==> config.mk <==
export PLATFORM = sky130hd
export DESIGN_NAME = zero_crossing_tuner_meter_core_flat
export DESIGN_NICKNAME = d
export VERILOG_FILES = /design/src/rtl/zctm_pkg.sv /design/src/rtl/zctm_in_if.sv /design/src/rtl/zctm_out_if.sv /design/src/rtl/zctm_ctrl.sv /design/src/rtl/zctm_dp.sv /design/src/rtl/zero_crossing_tuner_meter_core.sv /design/src/flat_wrapper.sv
export SDC_FILE = /design/constraint.sdc
export NUM_CORES = 1
export LEC_CHECK = 0
export ABC_AREA = 1
export BUFFER_PORTS_ARGS = -buffer_cell sky130_fd_sc_hd__buf_2
export CAP_MARGIN = 20
export CORE_MARGIN = 2
export CORE_UTILIZATION = 35
export DETAILED_ROUTE_END_ITERATION = 16
export GPL_ROUTABILITY_DRIVEN = 0
export GPL_TIMING_DRIVEN = 0
export PLACE_DENSITY = 0.61
export SLEW_MARGIN = 20
export SYNTH_ARGS = -nofsm -noshare
export SYNTH_HDL_FRONTEND = slang
export SYNTH_SLANG_ARGS = --single-unit
export TNS_END_PERCENT = 5
==> constraint.sdc <==
create_clock -name clk -period 13.2 [get_ports clk]
set_input_delay 0.66 -clock clk [delete_from_list [all_inputs] [get_ports clk]]
set_output_delay 0.66 -clock clk [all_outputs]
set_load 0.1 [all_outputs]
==> src/rtl/zctm_pkg.sv <==
// Package for the zero-crossing tuner meter: widths, constants, codes and the
// command/status structs between controller and datapath.
// No dependencies.
package zctm_pkg;

	localparam int SAMPLE_W = 12;
	localparam int TIME_W   = 24;
	localparam int FREQ_W   = 34;
	localparam int CFG_W    = 20;
	localparam int IDX_W    = 3;
	localparam int OFS_W    = 12;
	localparam int THR_W    = 11;
	localparam int CNT_W    = $clog2(FREQ_W);

	// timer clock and the dividend of the frequency division (centihertz)
	localparam logic [63:0] CLOCK_HZ = 64'd100000000;
	localparam logic [FREQ_W-1:0] DIVIDEND = FREQ_W'(CLOCK_HZ * 64'd100);

	// register indexes
	localparam logic [IDX_W-1:0] REG_OFFSET    = 3'd0;
	localparam logic [IDX_W-1:0] REG_NOISE_THR = 3'd1;
	localparam logic [IDX_W-1:0] REG_TARGET    = 3'd2;
	localparam logic [IDX_W-1:0] REG_TOLERANCE = 3'd3;
	localparam logic [IDX_W-1:0] REG_MIN       = 3'd4;
	localparam logic [IDX_W-1:0] REG_MAX       = 3'd5;

	// register reset values
	localparam logic [OFS_W-1:0] RST_OFFSET    = 12'd1800;
	localparam logic [THR_W-1:0] RST_NOISE_THR = 11'd8;
	localparam logic [CFG_W-1:0] RST_TARGET    = 20'd8241;
	localparam logic [CFG_W-1:0] RST_TOLERANCE = 20'd100;
	localparam logic [CFG_W-1:0] RST_MIN       = 20'd6000;
	localparam logic [CFG_W-1:0] RST_MAX       = 20'd15000;

	// verdict codes
	localparam logic [1:0] V_IN_TUNE = 2'd0;
	localparam logic [1:0] V_TIGHTEN = 2'd1;
	localparam logic [1:0] V_LOOSEN  = 2'd2;
	localparam logic [1:0] V_RANGE   = 2'd3;

	typedef struct packed {
		logic accept;
		logic div_step;
		logic eval;
		logic load;
	} cmd_t;

	typedef struct packed {
		logic close;
		logic div_last;
		logic out_free;
		logic armed;
	} sts_t;

endpackage

==> src/rtl/zctm_in_if.sv <==
// Sample channel: valid/ready handshake with sample and timestamp payload.
// Depends on zctm_pkg.
interface zctm_in_if;
	logic                            valid;
	logic                            ready;
	logic [zctm_pkg::SAMPLE_W-1:0]   sample;
	logic [zctm_pkg::TIME_W-1:0]     timestamp;

	modport source (output valid, output sample, output timestamp, input ready);
	modport sink   (input valid, input sample, input timestamp, output ready);
endinterface

==> src/rtl/zctm_out_if.sv <==
// Result channel: valid/ready handshake with period, frequency and verdict.
// Depends on zctm_pkg.
interface zctm_out_if;
	logic                          valid;
	logic                          ready;
	logic [zctm_pkg::TIME_W-1:0]   period_ticks;
	logic [zctm_pkg::FREQ_W-1:0]   freq_centihz;
	logic [1:0]                    verdict;
	logic [zctm_pkg::FREQ_W-1:0]   deviation_centihz;

	modport source (output valid, output period_ticks, output freq_centihz,
		output verdict, output deviation_centihz, input ready);
	modport sink   (input valid, input period_ticks, input freq_centihz,
		input verdict, input deviation_centihz, output ready);
endinterface

==> src/rtl/zctm_ctrl.sv <==
// Controller for the tuner meter: sequences sample intake, the bit-serial
// division, the verdict stage and the output load. Depends on zctm_pkg.
module zctm_ctrl (
	input  logic             clk,
	input  logic             arst_n,
	input  logic             in_valid,
	output logic             in_ready,
	input  zctm_pkg::sts_t   sts,
	output zctm_pkg::cmd_t   cmd
);

	localparam logic [1:0] S_IDLE = 2'd0;
	localparam logic [1:0] S_DIV  = 2'd1;
	localparam logic [1:0] S_EVAL = 2'd2;
	localparam logic [1:0] S_OUT  = 2'd3;

	logic [1:0] state_q;
	logic [1:0] state_nx;

	assign in_ready = (state_q == S_IDLE);

	// next state and commands
	always_comb begin
		state_nx     = state_q;
		cmd.accept   = 1'b0;
		cmd.div_step = 1'b0;
		cmd.eval     = 1'b0;
		cmd.load     = 1'b0;
		unique case (state_q)
			S_IDLE: begin
				cmd.accept = in_valid;
				if (in_valid && sts.close)
					state_nx = S_DIV;
			end
			S_DIV: begin
				cmd.div_step = 1'b1;
				if (sts.div_last)
					state_nx = S_EVAL;
			end
			S_EVAL: begin
				cmd.eval = 1'b1;
				state_nx = S_OUT;
			end
			S_OUT: begin
				if (sts.out_free) begin
					cmd.load = 1'b1;
					state_nx = S_IDLE;
				end
			end
			default: state_nx = S_IDLE;
		endcase
	end

	always_ff @(posedge clk or negedge arst_n) begin
		if (!arst_n)
			state_q <= S_IDLE;
		else
			state_q <= state_nx;
	end

endmodule

==> src/rtl/zctm_dp.sv <==
// Datapath for the tuner meter: config registers, crossing detector,
// restoring divider, verdict logic and output register. Depends on zctm_pkg.
module zctm_dp (
	input  logic                            clk,
	input  logic                            arst_n,
	input  logic                            wr_en,
	input  logic [zctm_pkg::IDX_W-1:0]      wr_index,
	input  logic [zctm_pkg::CFG_W-1:0]      wr_data,
	input  logic [zctm_pkg::SAMPLE_W-1:0]   sample,
	input  logic [zctm_pkg::TIME_W-1:0]     timestamp,
	input  zctm_pkg::cmd_t                  cmd,
	output zctm_pkg::sts_t                  sts,
	input  logic                            out_ready,
	output logic                            out_valid,
	output logic [zctm_pkg::TIME_W-1:0]     period_ticks,
	output logic [zctm_pkg::FREQ_W-1:0]     freq_centihz,
	output logic [1:0]                      verdict,
	output logic [zctm_pkg::FREQ_W-1:0]     deviation_centihz
);

	localparam int FW = zctm_pkg::FREQ_W;
	localparam int TW = zctm_pkg::TIME_W;
	localparam int SW = zctm_pkg::SAMPLE_W;

	// configuration registers
	logic [zctm_pkg::OFS_W-1:0] offset_q;
	logic [zctm_pkg::THR_W-1:0] noise_thr_q;
	logic [zctm_pkg::CFG_W-1:0] target_q;
	logic [zctm_pkg::CFG_W-1:0] tolerance_q;
	logic [zctm_pkg::CFG_W-1:0] min_q;
	logic [zctm_pkg::CFG_W-1:0] max_q;

	// crossing state
	logic [SW-1:0] prev_q;
	logic          armed_q;
	logic [TW-1:0] start_q;

	// divider and evaluation
	logic [TW-1:0]                 period_q;
	logic [TW-1:0]                 rem_q;
	logic [FW-1:0]                 quo_q;
	logic [zctm_pkg::CNT_W-1:0]    cnt_q;
	logic [FW-1:0]                 dev_q;
	logic                          in_range_q;
	logic                          below_q;

	// output register
	logic          out_valid_q;
	logic [TW-1:0] out_period_q;
	logic [FW-1:0] out_freq_q;
	logic [1:0]    out_verdict_q;
	logic [FW-1:0] out_dev_q;

	logic signed [SW:0] p_c;
	logic signed [SW:0] c_c;
	logic [SW-1:0]      mag_p;
	logic [SW-1:0]      mag_c;
	logic               noise;
	logic               rising;
	logic [TW-1:0]      period_c;
	logic [TW:0]        r_shift;
	logic [TW:0]        trial;
	logic [FW-1:0]      tgt_w;
	logic               ge;
	logic [1:0]         verdict_c;

	// config writes; unknown indexes are dropped
	always_ff @(posedge clk or negedge arst_n) begin
		if (!arst_n) begin
			offset_q    <= zctm_pkg::RST_OFFSET;
			noise_thr_q <= zctm_pkg::RST_NOISE_THR;
			target_q    <= zctm_pkg::RST_TARGET;
			tolerance_q <= zctm_pkg::RST_TOLERANCE;
			min_q       <= zctm_pkg::RST_MIN;
			max_q       <= zctm_pkg::RST_MAX;
		end else if (wr_en) begin
			unique case (wr_index)
				zctm_pkg::REG_OFFSET:    offset_q    <= wr_data[zctm_pkg::OFS_W-1:0];
				zctm_pkg::REG_NOISE_THR: noise_thr_q <= wr_data[zctm_pkg::THR_W-1:0];
				zctm_pkg::REG_TARGET:    target_q    <= wr_data;
				zctm_pkg::REG_TOLERANCE: tolerance_q <= wr_data;
				zctm_pkg::REG_MIN:       min_q       <= wr_data;
				zctm_pkg::REG_MAX:       max_q       <= wr_data;
				default: ;
			endcase
		end
	end

	// centre both samples and look for a rising crossing outside the noise band
	always_comb begin
		p_c      = $signed({1'b0, prev_q}) - $signed({1'b0, offset_q});
		c_c      = $signed({1'b0, sample}) - $signed({1'b0, offset_q});
		mag_p    = p_c[SW] ? SW'(-p_c) : p_c[SW-1:0];
		mag_c    = c_c[SW] ? SW'(-c_c) : c_c[SW-1:0];
		noise    = (mag_p <= {1'b0, noise_thr_q}) && (mag_c <= {1'b0, noise_thr_q});
		rising   = !noise && (p_c[SW] || (p_c == '0)) && !c_c[SW] && (c_c != '0);
		period_c = start_q - timestamp;
	end

	assign sts.close    = rising && armed_q && (period_c != '0);
	assign sts.div_last = (cnt_q == '0);
	assign sts.out_free = !out_valid_q || out_ready;
	assign sts.armed    = armed_q;

	always_ff @(posedge clk or negedge arst_n) begin
		if (!arst_n) begin
			prev_q  <= '0;
			armed_q <= 1'b0;
			start_q <= '0;
		end else if (cmd.accept) begin
			prev_q <= sample;
			if (rising) begin
				armed_q <= !armed_q;
				if (!armed_q)
					start_q <= timestamp;
			end
		end
	end

	// restoring division, one quotient bit a cycle, MSB first
	always_comb begin
		r_shift = {rem_q, quo_q[FW-1]};
		trial   = r_shift - {1'b0, period_q};
	end

	always_ff @(posedge clk) begin
		if (cmd.accept && sts.close) begin
			period_q <= period_c;
			rem_q    <= '0;
			quo_q    <= zctm_pkg::DIVIDEND;
			cnt_q    <= zctm_pkg::CNT_W'(FW - 1);
		end else if (cmd.div_step) begin
			rem_q <= trial[TW] ? r_shift[TW-1:0] : trial[TW-1:0];
			quo_q <= {quo_q[FW-2:0], !trial[TW]};
			cnt_q <= cnt_q - 1'b1;
		end
	end

	// deviation and range flags
	always_comb begin
		tgt_w = FW'(target_q);
		ge    = (quo_q >= tgt_w);
	end

	always_ff @(posedge clk) begin
		if (cmd.eval) begin
			dev_q      <= ge ? (quo_q - tgt_w) : (tgt_w - quo_q);
			in_range_q <= (quo_q > FW'(min_q)) && (quo_q < FW'(max_q));
			below_q    <= !ge;
		end
	end

	always_comb begin
		if (!in_range_q)
			verdict_c = zctm_pkg::V_RANGE;
		else if (dev_q <= FW'(tolerance_q))
			verdict_c = zctm_pkg::V_IN_TUNE;
		else if (below_q)
			verdict_c = zctm_pkg::V_TIGHTEN;
		else
			verdict_c = zctm_pkg::V_LOOSEN;
	end

	// output register
	always_ff @(posedge clk or negedge arst_n) begin
		if (!arst_n)
			out_valid_q <= 1'b0;
		else if (cmd.load)
			out_valid_q <= 1'b1;
		else if (out_ready)
			out_valid_q <= 1'b0;
	end

	always_ff @(posedge clk) begin
		if (cmd.load) begin
			out_period_q  <= period_q;
			out_freq_q    <= quo_q;
			out_verdict_q <= verdict_c;
			out_dev_q     <= dev_q;
		end
	end

	assign out_valid         = out_valid_q;
	assign period_ticks      = out_period_q;
	assign freq_centihz      = out_freq_q;
	assign verdict           = out_verdict_q;
	assign deviation_centihz = out_dev_q;

endmodule

==> src/rtl/zero_crossing_tuner_meter_core.sv <==
// Tuner meter: centres each ADC sample by the offset register, finds rising
// zero crossings outside the noise band, and on every second crossing reports
// the period in timer ticks, the frequency in centihertz, a tuning verdict and
// the deviation from target. A sample that closes no period leaves the block
// ready for the next. A sample that closes a period occupies the block while
// it is taken, the bit-serial restoring divider runs (one quotient bit per
// cycle), the deviation is formed and the output register is loaded; that
// last step waits while an earlier result is still not taken. The next
// sample is accepted as soon as the result sits in the output register.
// Depends on zctm_pkg, zctm_in_if, zctm_out_if, zctm_ctrl and zctm_dp.
module zero_crossing_tuner_meter_core (
	input  logic                          clk,
	input  logic                          arst_n,
	input  logic                          wr_en,
	input  logic [zctm_pkg::IDX_W-1:0]    wr_index,
	input  logic [zctm_pkg::CFG_W-1:0]    wr_data,
	zctm_in_if.sink                       samples,
	zctm_out_if.source                    results
);

	zctm_pkg::cmd_t cmd;
	zctm_pkg::sts_t sts;
	logic           ready;

	assign samples.ready = ready;

	zctm_ctrl u_ctrl (
		.clk      (clk),
		.arst_n   (arst_n),
		.in_valid (samples.valid),
		.in_ready (ready),
		.sts      (sts),
		.cmd      (cmd)
	);

	zctm_dp u_dp (
		.clk               (clk),
		.arst_n            (arst_n),
		.wr_en             (wr_en),
		.wr_index          (wr_index),
		.wr_data           (wr_data),
		.sample            (samples.sample),
		.timestamp         (samples.timestamp),
		.cmd               (cmd),
		.sts               (sts),
		.out_ready         (results.ready),
		.out_valid         (results.valid),
		.period_ticks      (results.period_ticks),
		.freq_centihz      (results.freq_centihz),
		.verdict           (results.verdict),
		.deviation_centihz (results.deviation_centihz)
	);

`ifndef ASSERT_OFF
	// closing a period always disarms the detector
	a_close_disarms: assert property (@(posedge clk) disable iff (!arst_n)
		cmd.accept && sts.close |=> !sts.armed)
		else $error("detector still armed after a period closed");

	// no sample is taken while the divider runs
	a_busy_div: assert property (@(posedge clk) disable iff (!arst_n)
		cmd.div_step |-> !samples.ready)
		else $error("sample channel ready during division");

	// a reported period is never zero
	a_period_nonzero: assert property (@(posedge clk) disable iff (!arst_n)
		results.valid |-> (results.period_ticks != '0))
		else $error("zero period reported");
`endif

endmodule

==> src/flat_wrapper.sv <==
// flat-port wrapper written by rule: the top's interface ports become plain ports
module zero_crossing_tuner_meter_core_flat 
  (clk, arst_n, wr_en, wr_index, wr_data, samples_valid, samples_sample, samples_timestamp, samples_ready, results_valid, results_period_ticks, results_freq_centihz, results_verdict, results_deviation_centihz, results_ready);
  zctm_in_if samples_i ();
  zctm_out_if results_i ();
  input  logic clk;
  input  logic arst_n;
  input  logic wr_en;
  input  logic [zctm_pkg::IDX_W-1:0] wr_index;
  input  logic [zctm_pkg::CFG_W-1:0] wr_data;
  input wire logic [$bits(samples_i.valid)-1:0] samples_valid;
  input wire logic [$bits(samples_i.sample)-1:0] samples_sample;
  input wire logic [$bits(samples_i.timestamp)-1:0] samples_timestamp;
  output wire logic [$bits(samples_i.ready)-1:0] samples_ready;
  output wire logic [$bits(results_i.valid)-1:0] results_valid;
  output wire logic [$bits(results_i.period_ticks)-1:0] results_period_ticks;
  output wire logic [$bits(results_i.freq_centihz)-1:0] results_freq_centihz;
  output wire logic [$bits(results_i.verdict)-1:0] results_verdict;
  output wire logic [$bits(results_i.deviation_centihz)-1:0] results_deviation_centihz;
  input wire logic [$bits(results_i.ready)-1:0] results_ready;
  assign samples_i.valid = samples_valid;
  assign samples_i.sample = samples_sample;
  assign samples_i.timestamp = samples_timestamp;
  assign samples_ready = samples_i.ready;
  assign results_valid = results_i.valid;
  assign results_period_ticks = results_i.period_ticks;
  assign results_freq_centihz = results_i.freq_centihz;
  assign results_verdict = results_i.verdict;
  assign results_deviation_centihz = results_i.deviation_centihz;
  assign results_i.ready = results_ready;
  zero_crossing_tuner_meter_core u_core (.clk(clk), .arst_n(arst_n), .wr_en(wr_en), .wr_index(wr_index), .wr_data(wr_data), .samples(samples_i), .results(results_i));
endmodule
==> qor.yml, run 1 <==
yosys:
  share_of_the_yosys_chip_area_belonging_to_registers: 0.4291
  synthesis.instances: 2726
  syn-cell-area_sq_um: 22180
  ys_seq_elements: 361
  syn_nets: 2996
  synth_enable_flop_cells: 154
  synth_area_per_inst_sq_um: 8.136
  synthArstFlopShare: 0.3961
  synth-main-ff-cell: "sky130_fd_sc_hd__edfxtp_1"
  ys_warn_count: 0
  synth_cell_types: 61
critical_path:
  critical_path_buf_inv_count: 6
  setup.worst_path.end_class: "flip-flop"
  cp_data_arrival_time_ns: 5.11
  critPathMaxFanout: 33
  cp.required_ns: 13.44
  worst_setup_path_start_kind: "flip-flop"
  cpPeakStageDelay_ns: 0.53
  critical-path-top-delay-family: "simple AND/OR/NAND/NOR gates"
  crit_path_top_delay_cell: "sky130_fd_sc_hd__dfstp_2"
  timing.setup.critical_path_class: "flip-flop to flip-flop"
  critical_path.most_common_cell: "sky130_fd_sc_hd__nand2_2"
timing:
  timing.final.setup_violations: 0
  postLayoutSetupSlackWorst_ns: 8.330
  maxSlewHeadroom: 0.5154
  holdWs_ns: 0.03700
  grt_setup_unrepaired: "no"
  final_min_period_over_clock_period: 0.3689
  finalHoldViolations: 0
  worstMarginPinSlew_ns: 0.7253
  fmaxAchievable_mhz: 205.3
  fin_setup_tns_ns: 0
  layout_min_cycle_time_ns: 4.870
  worst_clock_skew_ns: 0.04001
  finalMaxSlewViolations: 0
global_route:
  grt-ovfl-total: 0
  antenna_found_initial: 4
  global_route_wire_length_before_repair_mm: 96.47
  grt_max_degree: 79
  grt_pass1_vias: 17774
  grt_use_total: 0.1849
clocking:
  cts.hold.buffers_added: 0
  ctsLongestPathBuffers: 3
  cts_htree_levels: 2
  cts_tree: "built"
  post_cts_resized: 0
  numCtsBuffers: 42
  insertion_delay_ns: 0.58
  clkTransAtPathRegs_ns: 0.06
  cts_post_setup_buffers_inserted: 0
  cts.sink_count: 361
  cts.root.buffer_cell: "sky130_fd_sc_hd__clkbuf_16"
drt:
  first_pass_iteration_count_of_the_detailed_router: 5
  wl_mm: 60.88
  detail_route.wirelength.met1_mm: 27.95
  wire_per_inst_microns: 15.96
  postRouteAntennaNets: 0
  drt_iter0_markers: 1126
  drc_viols: 0
  highest-signal-layer: "met5"
  post_drt_via_cell_ratio: 4.817
  met3_wirelength_mm: 3.696
  via_count: 18373
  met2_length_mm: 27.60
hold_path:
  hold_class: "primary input to async pin"
cells_and_area:
  area_of_the_multi_input_gates_sq_um: 10740
  sequential_cell_area_sq_um: 9517
  fill_cells: 6511
  finalNetCount: 3205
  final_cells: 3814
  post_route_cells_drive_above_1_share: 0.1142
  area_growth_syn_to_layout_pct: 15.24
  n_antenna_cell: 0
  util_after_layout: 0.4067
  finish.instance_area_sq_um: 25560
place:
  detailedPlacementHpwl_mm: 48.12
  post-place-ws_ns: 8.212
  placed_cells_incl_taps: 3737
  dpl_cell_area_sq_um: 24210
  place.port_buffers: 159
floorplanning:
  floorplan.die_area_sq_um: 65400
  floorplan.rows: 92
  dieWidth_microns: 255.7
  initial_core_utilization: 0.3529
  num_io_pins: 160
  core_sq_um: 62850
  die-height_microns: 255.7
run_status:
  run_status: "finished clean"
flow_run:
  drv_cap: 0
pwr:
  powerDensity_nw_per_um2: 251.1
  power.leakage_nw: 12.10
  fin_total_pwr_mw: 6.418
  vdd_drop_max_v: 0.00008989
layout by cell type, fill, tap and decap left out, types with 43 or more instances in the layout:
cell,synthesis,routed
sky130_fd_sc_hd__nand3_1,86,86
sky130_fd_sc_hd__xor2_1,46,46
sky130_fd_sc_hd__nand4_1,43,43
sky130_fd_sc_hd__dfrtp_1,117,117
sky130_fd_sc_hd__clkbuf_16,0,43
sky130_fd_sc_hd__inv_1,432,432
sky130_fd_sc_hd__nor2_1,194,194
sky130_fd_sc_hd__dfxtp_1,64,64
sky130_fd_sc_hd__edfxtp_1,154,154
sky130_fd_sc_hd__clkbuf_1,38,46
sky130_fd_sc_hd__nand2_1,643,643
sky130_fd_sc_hd__o21ai_0,239,239
sky130_fd_sc_hd__a21oi_1,185,184
sky130_fd_sc_hd__buf_2,6,164
sky130_fd_sc_hd__ha_1,200,199
flip-flops by register name, summed over array words and instances (netlist names), 24 cells and up:
name / count
u_core.u_dp.period_ticks: 24
u_core.u_dp.period_q: 24
u_core.u_dp.dev_q: 34
u_core.u_dp.deviation_centihz: 34
u_core.u_dp.freq_centihz: 34
u_core.u_dp.rem_q: 24
u_core.u_dp.quo_q: 34
u_core.u_dp.start_q: 24
path summary, 6_finish.rpt:
| kind | from | to | slack [ns] | cells after the start |
|---|---|---|---|---|
| min in group clk | samples_sample[2] | u_core.u_dp.prev_q[2] | 0.30 | 3 |
| worst max register to register | u_core.u_dp.offset_q[3] | u_core.u_dp.period_q[16] | 8.33 | 25 |
| worst min-delay path | arst_n | u_core.u_dp.start_q[1] | 0.04 | 1 |
| worst max-delay path | u_core.u_dp.offset_q[3] | u_core.u_dp.period_q[16] | 8.33 | 25 |
| worst min register to register | u_core.u_dp.period_q[22] | u_core.u_dp.period_ticks[22] | 0.45 | 0 |
| max in group asynchronous | arst_n | u_core.u_dp.tolerance_q[5] | 12.27 | 2 |
logic make-up after synthesis:
logic type               after synthesis  share of synthesized area
AO/OA/AOI/OAI                        524                     0.1309
XOR/XNOR                              75                    0.03029
adder cells (fa/ha/maj)              206                     0.1182
buffers and inverters                495                    0.08744
flip-flops                           361                     0.4291
multiplexers                           5                   0.002257
AND/OR/NAND/NOR                     1060                     0.2018
cell type report:
class / count / area share
Sequential cell: 361 / 0.3723
Timing Repair Buffer: 165 / 0.03770
Buffer: 56 / 0.01141
Tap cell: 846 / 0.04142
Inverter: 439 / 0.06447
Multi-Input combinational cell: 1870 / 0.4201
Clock buffer: 52 / 0.04381
Clock inverter: 25 / 0.008763
report_power, final:
group          total [mW]  internal (mW)  switching, mW
Clock                1.15          0.664          0.482
Combinational        3.37           1.08           2.29
Sequential           1.90           1.62          0.276
cells in the mapped netlist, types with 24 or more instances:
cell type                    n  area [sq um]
sky130_fd_sc_hd__nor3_1     27         135.1
sky130_fd_sc_hd__nand3_1    86         430.4
sky130_fd_sc_hd__nand4_1    43         269.0
sky130_fd_sc_hd__o21ai_0   239          1196
sky130_fd_sc_hd__ha_1      200          2502
sky130_fd_sc_hd__nand2_2    24         150.1
sky130_fd_sc_hd__nor2_1    194         728.2
sky130_fd_sc_hd__inv_1     432          1622
sky130_fd_sc_hd__dfrtp_1   117          2928
sky130_fd_sc_hd__xor2_1     46         402.9
sky130_fd_sc_hd__dfxtp_1    64          1281
sky130_fd_sc_hd__clkbuf_1   38         142.6
sky130_fd_sc_hd__a21oi_1   185         925.9
sky130_fd_sc_hd__nand2_1   643          2414
sky130_fd_sc_hd__dfstp_2    26         683.2
sky130_fd_sc_hd__xnor2_1    27         236.5
sky130_fd_sc_hd__edfxtp_1  154          4624
per-layer routing:
metal / up-vias / track usage
met5: - / 0
met2: 408 / 0.3050
li1: 9421 / -
met1: 8448 / 0.2450
met3: 88 / 0.03892
met4: 8 / 0.05149
(Power assumes the default switching activity.)
==> run 2: changes to the inputs <==
==> constraint.sdc (replaced) <==
create_clock -name clk -period 4.7 [get_ports clk]
set_input_delay 0.235 -clock clk [delete_from_list [all_inputs] [get_ports clk]]
set_output_delay 0.235 -clock clk [all_outputs]
set_load 0.1 [all_outputs]
==> qor.yml, run 2 (synthesis results as in run 1) <==
floorplanning:
  dieWidth_microns: 255.7  # unchanged
  die-height_microns: 255.7  # unchanged
  floorplan.die_area_sq_um: 65400  # unchanged
  initial_core_utilization: 0.3529  # unchanged
  core_sq_um: 62850  # unchanged
  num_io_pins: 160  # unchanged
  floorplan.rows: 92  # unchanged
drt:
  wire_per_inst_microns: 15.97  # about the same
  first_pass_iteration_count_of_the_detailed_router: 5  # unchanged
  via_count: 18624  # +1.4%
  wl_mm: 61.56  # +1.1%
  post_drt_via_cell_ratio: 4.831  # +0.29%
  postRouteAntennaNets: 0  # unchanged
  drt_iter0_markers: 1146  # +1.8%
  drc_viols: 0  # unchanged
critical_path:
  critPathMaxFanout: 33  # unchanged
  setup.worst_path.end_class: "flip-flop"
  timing.setup.critical_path_class: "flip-flop to flip-flop"
  cp_data_arrival_time_ns: 4.52  # -0.59 ns
  cp.required_ns: 4.95  # -8.49 ns
  worst_setup_path_start_kind: "flip-flop"
  reg2reg_setup_slack_ns: 0.43  # -7.90 ns
timing:
  worstMarginPinSlew_ns: 0.7138  # -0.01148 ns
  worst_clock_skew_ns: 0.03318  # -0.006825 ns
  finalHoldViolations: 0  # unchanged
  final_min_period_over_clock_period: 0.9081  # +0.5392
  fmaxAchievable_mhz: 234.3  # +14%
  finalMaxSlewViolations: 0  # unchanged
  grt_setup_unrepaired: "no"
  timing.final.setup_violations: 0  # unchanged
  layout_min_cycle_time_ns: 4.268  # -0.6016 ns
  maxSlewHeadroom: 0.5241  # +0.008731
pwr:
  vdd_drop_max_v: 0.0002374  # +160%
  seq_power_share: 0.293  # -0.003
  power_dissipated_by_switching_net_loads_mw: 8.564  # +180%
  p_clk_frac: 0.184  # +0.005
  fin_total_pwr_mw: 18.24  # +180%
  power.switching_fraction: 0.4696  # -0.005767
  comb_power_frac: 0.523  # -0.003
  intPower_mw: 9.674  # +190%
  power.leakage_nw: 12.34  # +2.0%
  powerDensity_nw_per_um2: 699.1  # +180%
clocking:
  cts.root.buffer_cell: "sky130_fd_sc_hd__clkbuf_16"
  cts_tree: "built"
  clkTransAtPathRegs_ns: 0.06  # about the same
  insertion_delay_ns: 0.57  # about the same
  cts.sink_count: 361  # unchanged
  cts_htree_levels: 2  # unchanged
  numCtsBuffers: 41  # -2.4%
  ctsLongestPathBuffers: 3  # unchanged
global_route:
  grt_use_total: 0.1861  # +0.001209
  grt-ovfl-total: 0  # unchanged
  antenna_found_initial: 1  # -3
  global_route_wire_length_before_repair_mm: 97.15  # +0.70%
  grt_pass1_vias: 18159  # +2.2%
  grt_max_degree: 96  # +22%
flow_run:
  drv_cap: 0  # unchanged
cells_and_area:
  final_cells: 3855  # +1.1%
  layout.cells.most_common_list: "sky130_fd_sc_hd__nand2_1 (643), sky130_fd_sc_hd__inv_1 (431), sky130_fd_sc_hd__o21ai_0 (239)"
  finalNetCount: 3247  # +1.3%
  final_common_cell: "sky130_fd_sc_hd__nand2_1"
  area_growth_syn_to_layout_pct: 17.62
  post_route_cells_drive_above_1_share: 0.1140  # -0.0002270
  n_antenna_cell: 0  # unchanged
run_status:
  run_status: "finished clean"
hold_path:
  hold_class: "primary input to flip-flop"
place:
  detailedPlacementHpwl_mm: 48.19  # +0.14%
  place.port_buffers: 159  # unchanged
  placed_cells_incl_taps: 3737  # unchanged
run 2: changes by cell type in the layout (fill, tap and decap cells not counted), sizes merged:
cell         previous run  this run
buf                   181       185
bufinv                  3         5
clkbuf                 92        94
clkinv                 15        11
clkinvlp                6         1
dlygate4sd3             0        39
inv                   440       443
run 2: area by class of cell:
class / count / area (sq um)
fill: 6459 / 36760
sequential: 361 / 9517
clock inverter: 21 / 247.7
buffer: 56 / 300.3
timing repair buffer: 208 / 1391
inverter: 439 / 1648
tap: 846 / 1059
multi-input combinational: 1870 / 10760
clock buffer: 54 / 1169
run 2: metal layers:
layer	part of all wire	track usage	wire length, microns
met5	0.00018	0	11
met4	0.035	0.06579	2163
met3	0.052	0.02902	3191
met2	0.45	0.3101	27980
met1	0.46	0.2450	28220
run 2: power by group through the flow:
stage                     combinational [mW]  sequential, mW  clock, mW
after floorplan                         6.04            6.40          0
after global placement                  9.21            5.43          0
after detailed placement                9.46            5.39          0
after CTS                               9.53            5.34       3.46
after global routing                    10.8            5.46       3.58
final                                   9.54            5.34       3.35
run 2: path summary, 6_finish.rpt:
kind / start / end / depth (start not counted)
worst max-delay path: u_core.u_dp.offset_q[3] / u_core.u_dp.period_q[17] / 23
worst min-delay path: results_ready / u_core.u_dp.out_valid / 4
worst max register to register: u_core.u_dp.offset_q[3] / u_core.u_dp.period_q[17] / 23
worst min register to register: u_core.u_dp.period_q[18] / u_core.u_dp.period_ticks[18] / 0
max in group asynchronous: arst_n / u_core.u_dp.target_q[4] / 3
min in group asynchronous: arst_n / u_core.u_dp.tolerance_q[19] / 2
run 2: through the flow:
stage	setup TNS, ns	hold slack [ns]	cell area (sq um)	worst slack, ns	utilization
floorplan	0	-0.06059	22180	0.7616	-
global placement	-41.08	0.4234	24040	-0.4307	0.3824
detailed placement	-3.740	0.2090	24220	-0.1585	0.3854
CTS	0	0.00006239	26040	0.06437	0.4143
global route	0	0.03784	26090	0.02585	0.4151
finish	0	0.04898	26090	0.4317	0.4151
run 2: timing repair:
action	4_1_cts	5_1_grt
gates resized for setup	2	4
endpoints found under the hold margin	87	0
buffers inserted	0	4
setup endpoints to repair	47	62
hold buffers	39	0
pin swaps	0	2
run 2: worst max-delay path, stage by stage (launching register included):
cell                       delay (ns)
sky130_fd_sc_hd__dfstp_2         0.53
sky130_fd_sc_hd__inv_1           0.08
sky130_fd_sc_hd__ha_1            0.36
sky130_fd_sc_hd__nand2_1         0.10
sky130_fd_sc_hd__nand2_1         0.08
sky130_fd_sc_hd__inv_2           0.07
sky130_fd_sc_hd__nand2_2         0.05
sky130_fd_sc_hd__nand2_1         0.10
sky130_fd_sc_hd__nand2_2         0.10
sky130_fd_sc_hd__a21oi_4         0.23
sky130_fd_sc_hd__inv_1           0.17
sky130_fd_sc_hd__nor2_1          0.14
sky130_fd_sc_hd__xor2_1          0.15
sky130_fd_sc_hd__inv_1           0.06
sky130_fd_sc_hd__ha_1            0.29
sky130_fd_sc_hd__nand4_1         0.12
sky130_fd_sc_hd__o221ai_1        0.28
sky130_fd_sc_hd__nand4_1         0.13
sky130_fd_sc_hd__nand2_1         0.08
sky130_fd_sc_hd__nand2_2         0.06
sky130_fd_sc_hd__nand2_2         0.07
sky130_fd_sc_hd__nand3_4         0.20
sky130_fd_sc_hd__nor2_8          0.22
sky130_fd_sc_hd__buf_12          0.22
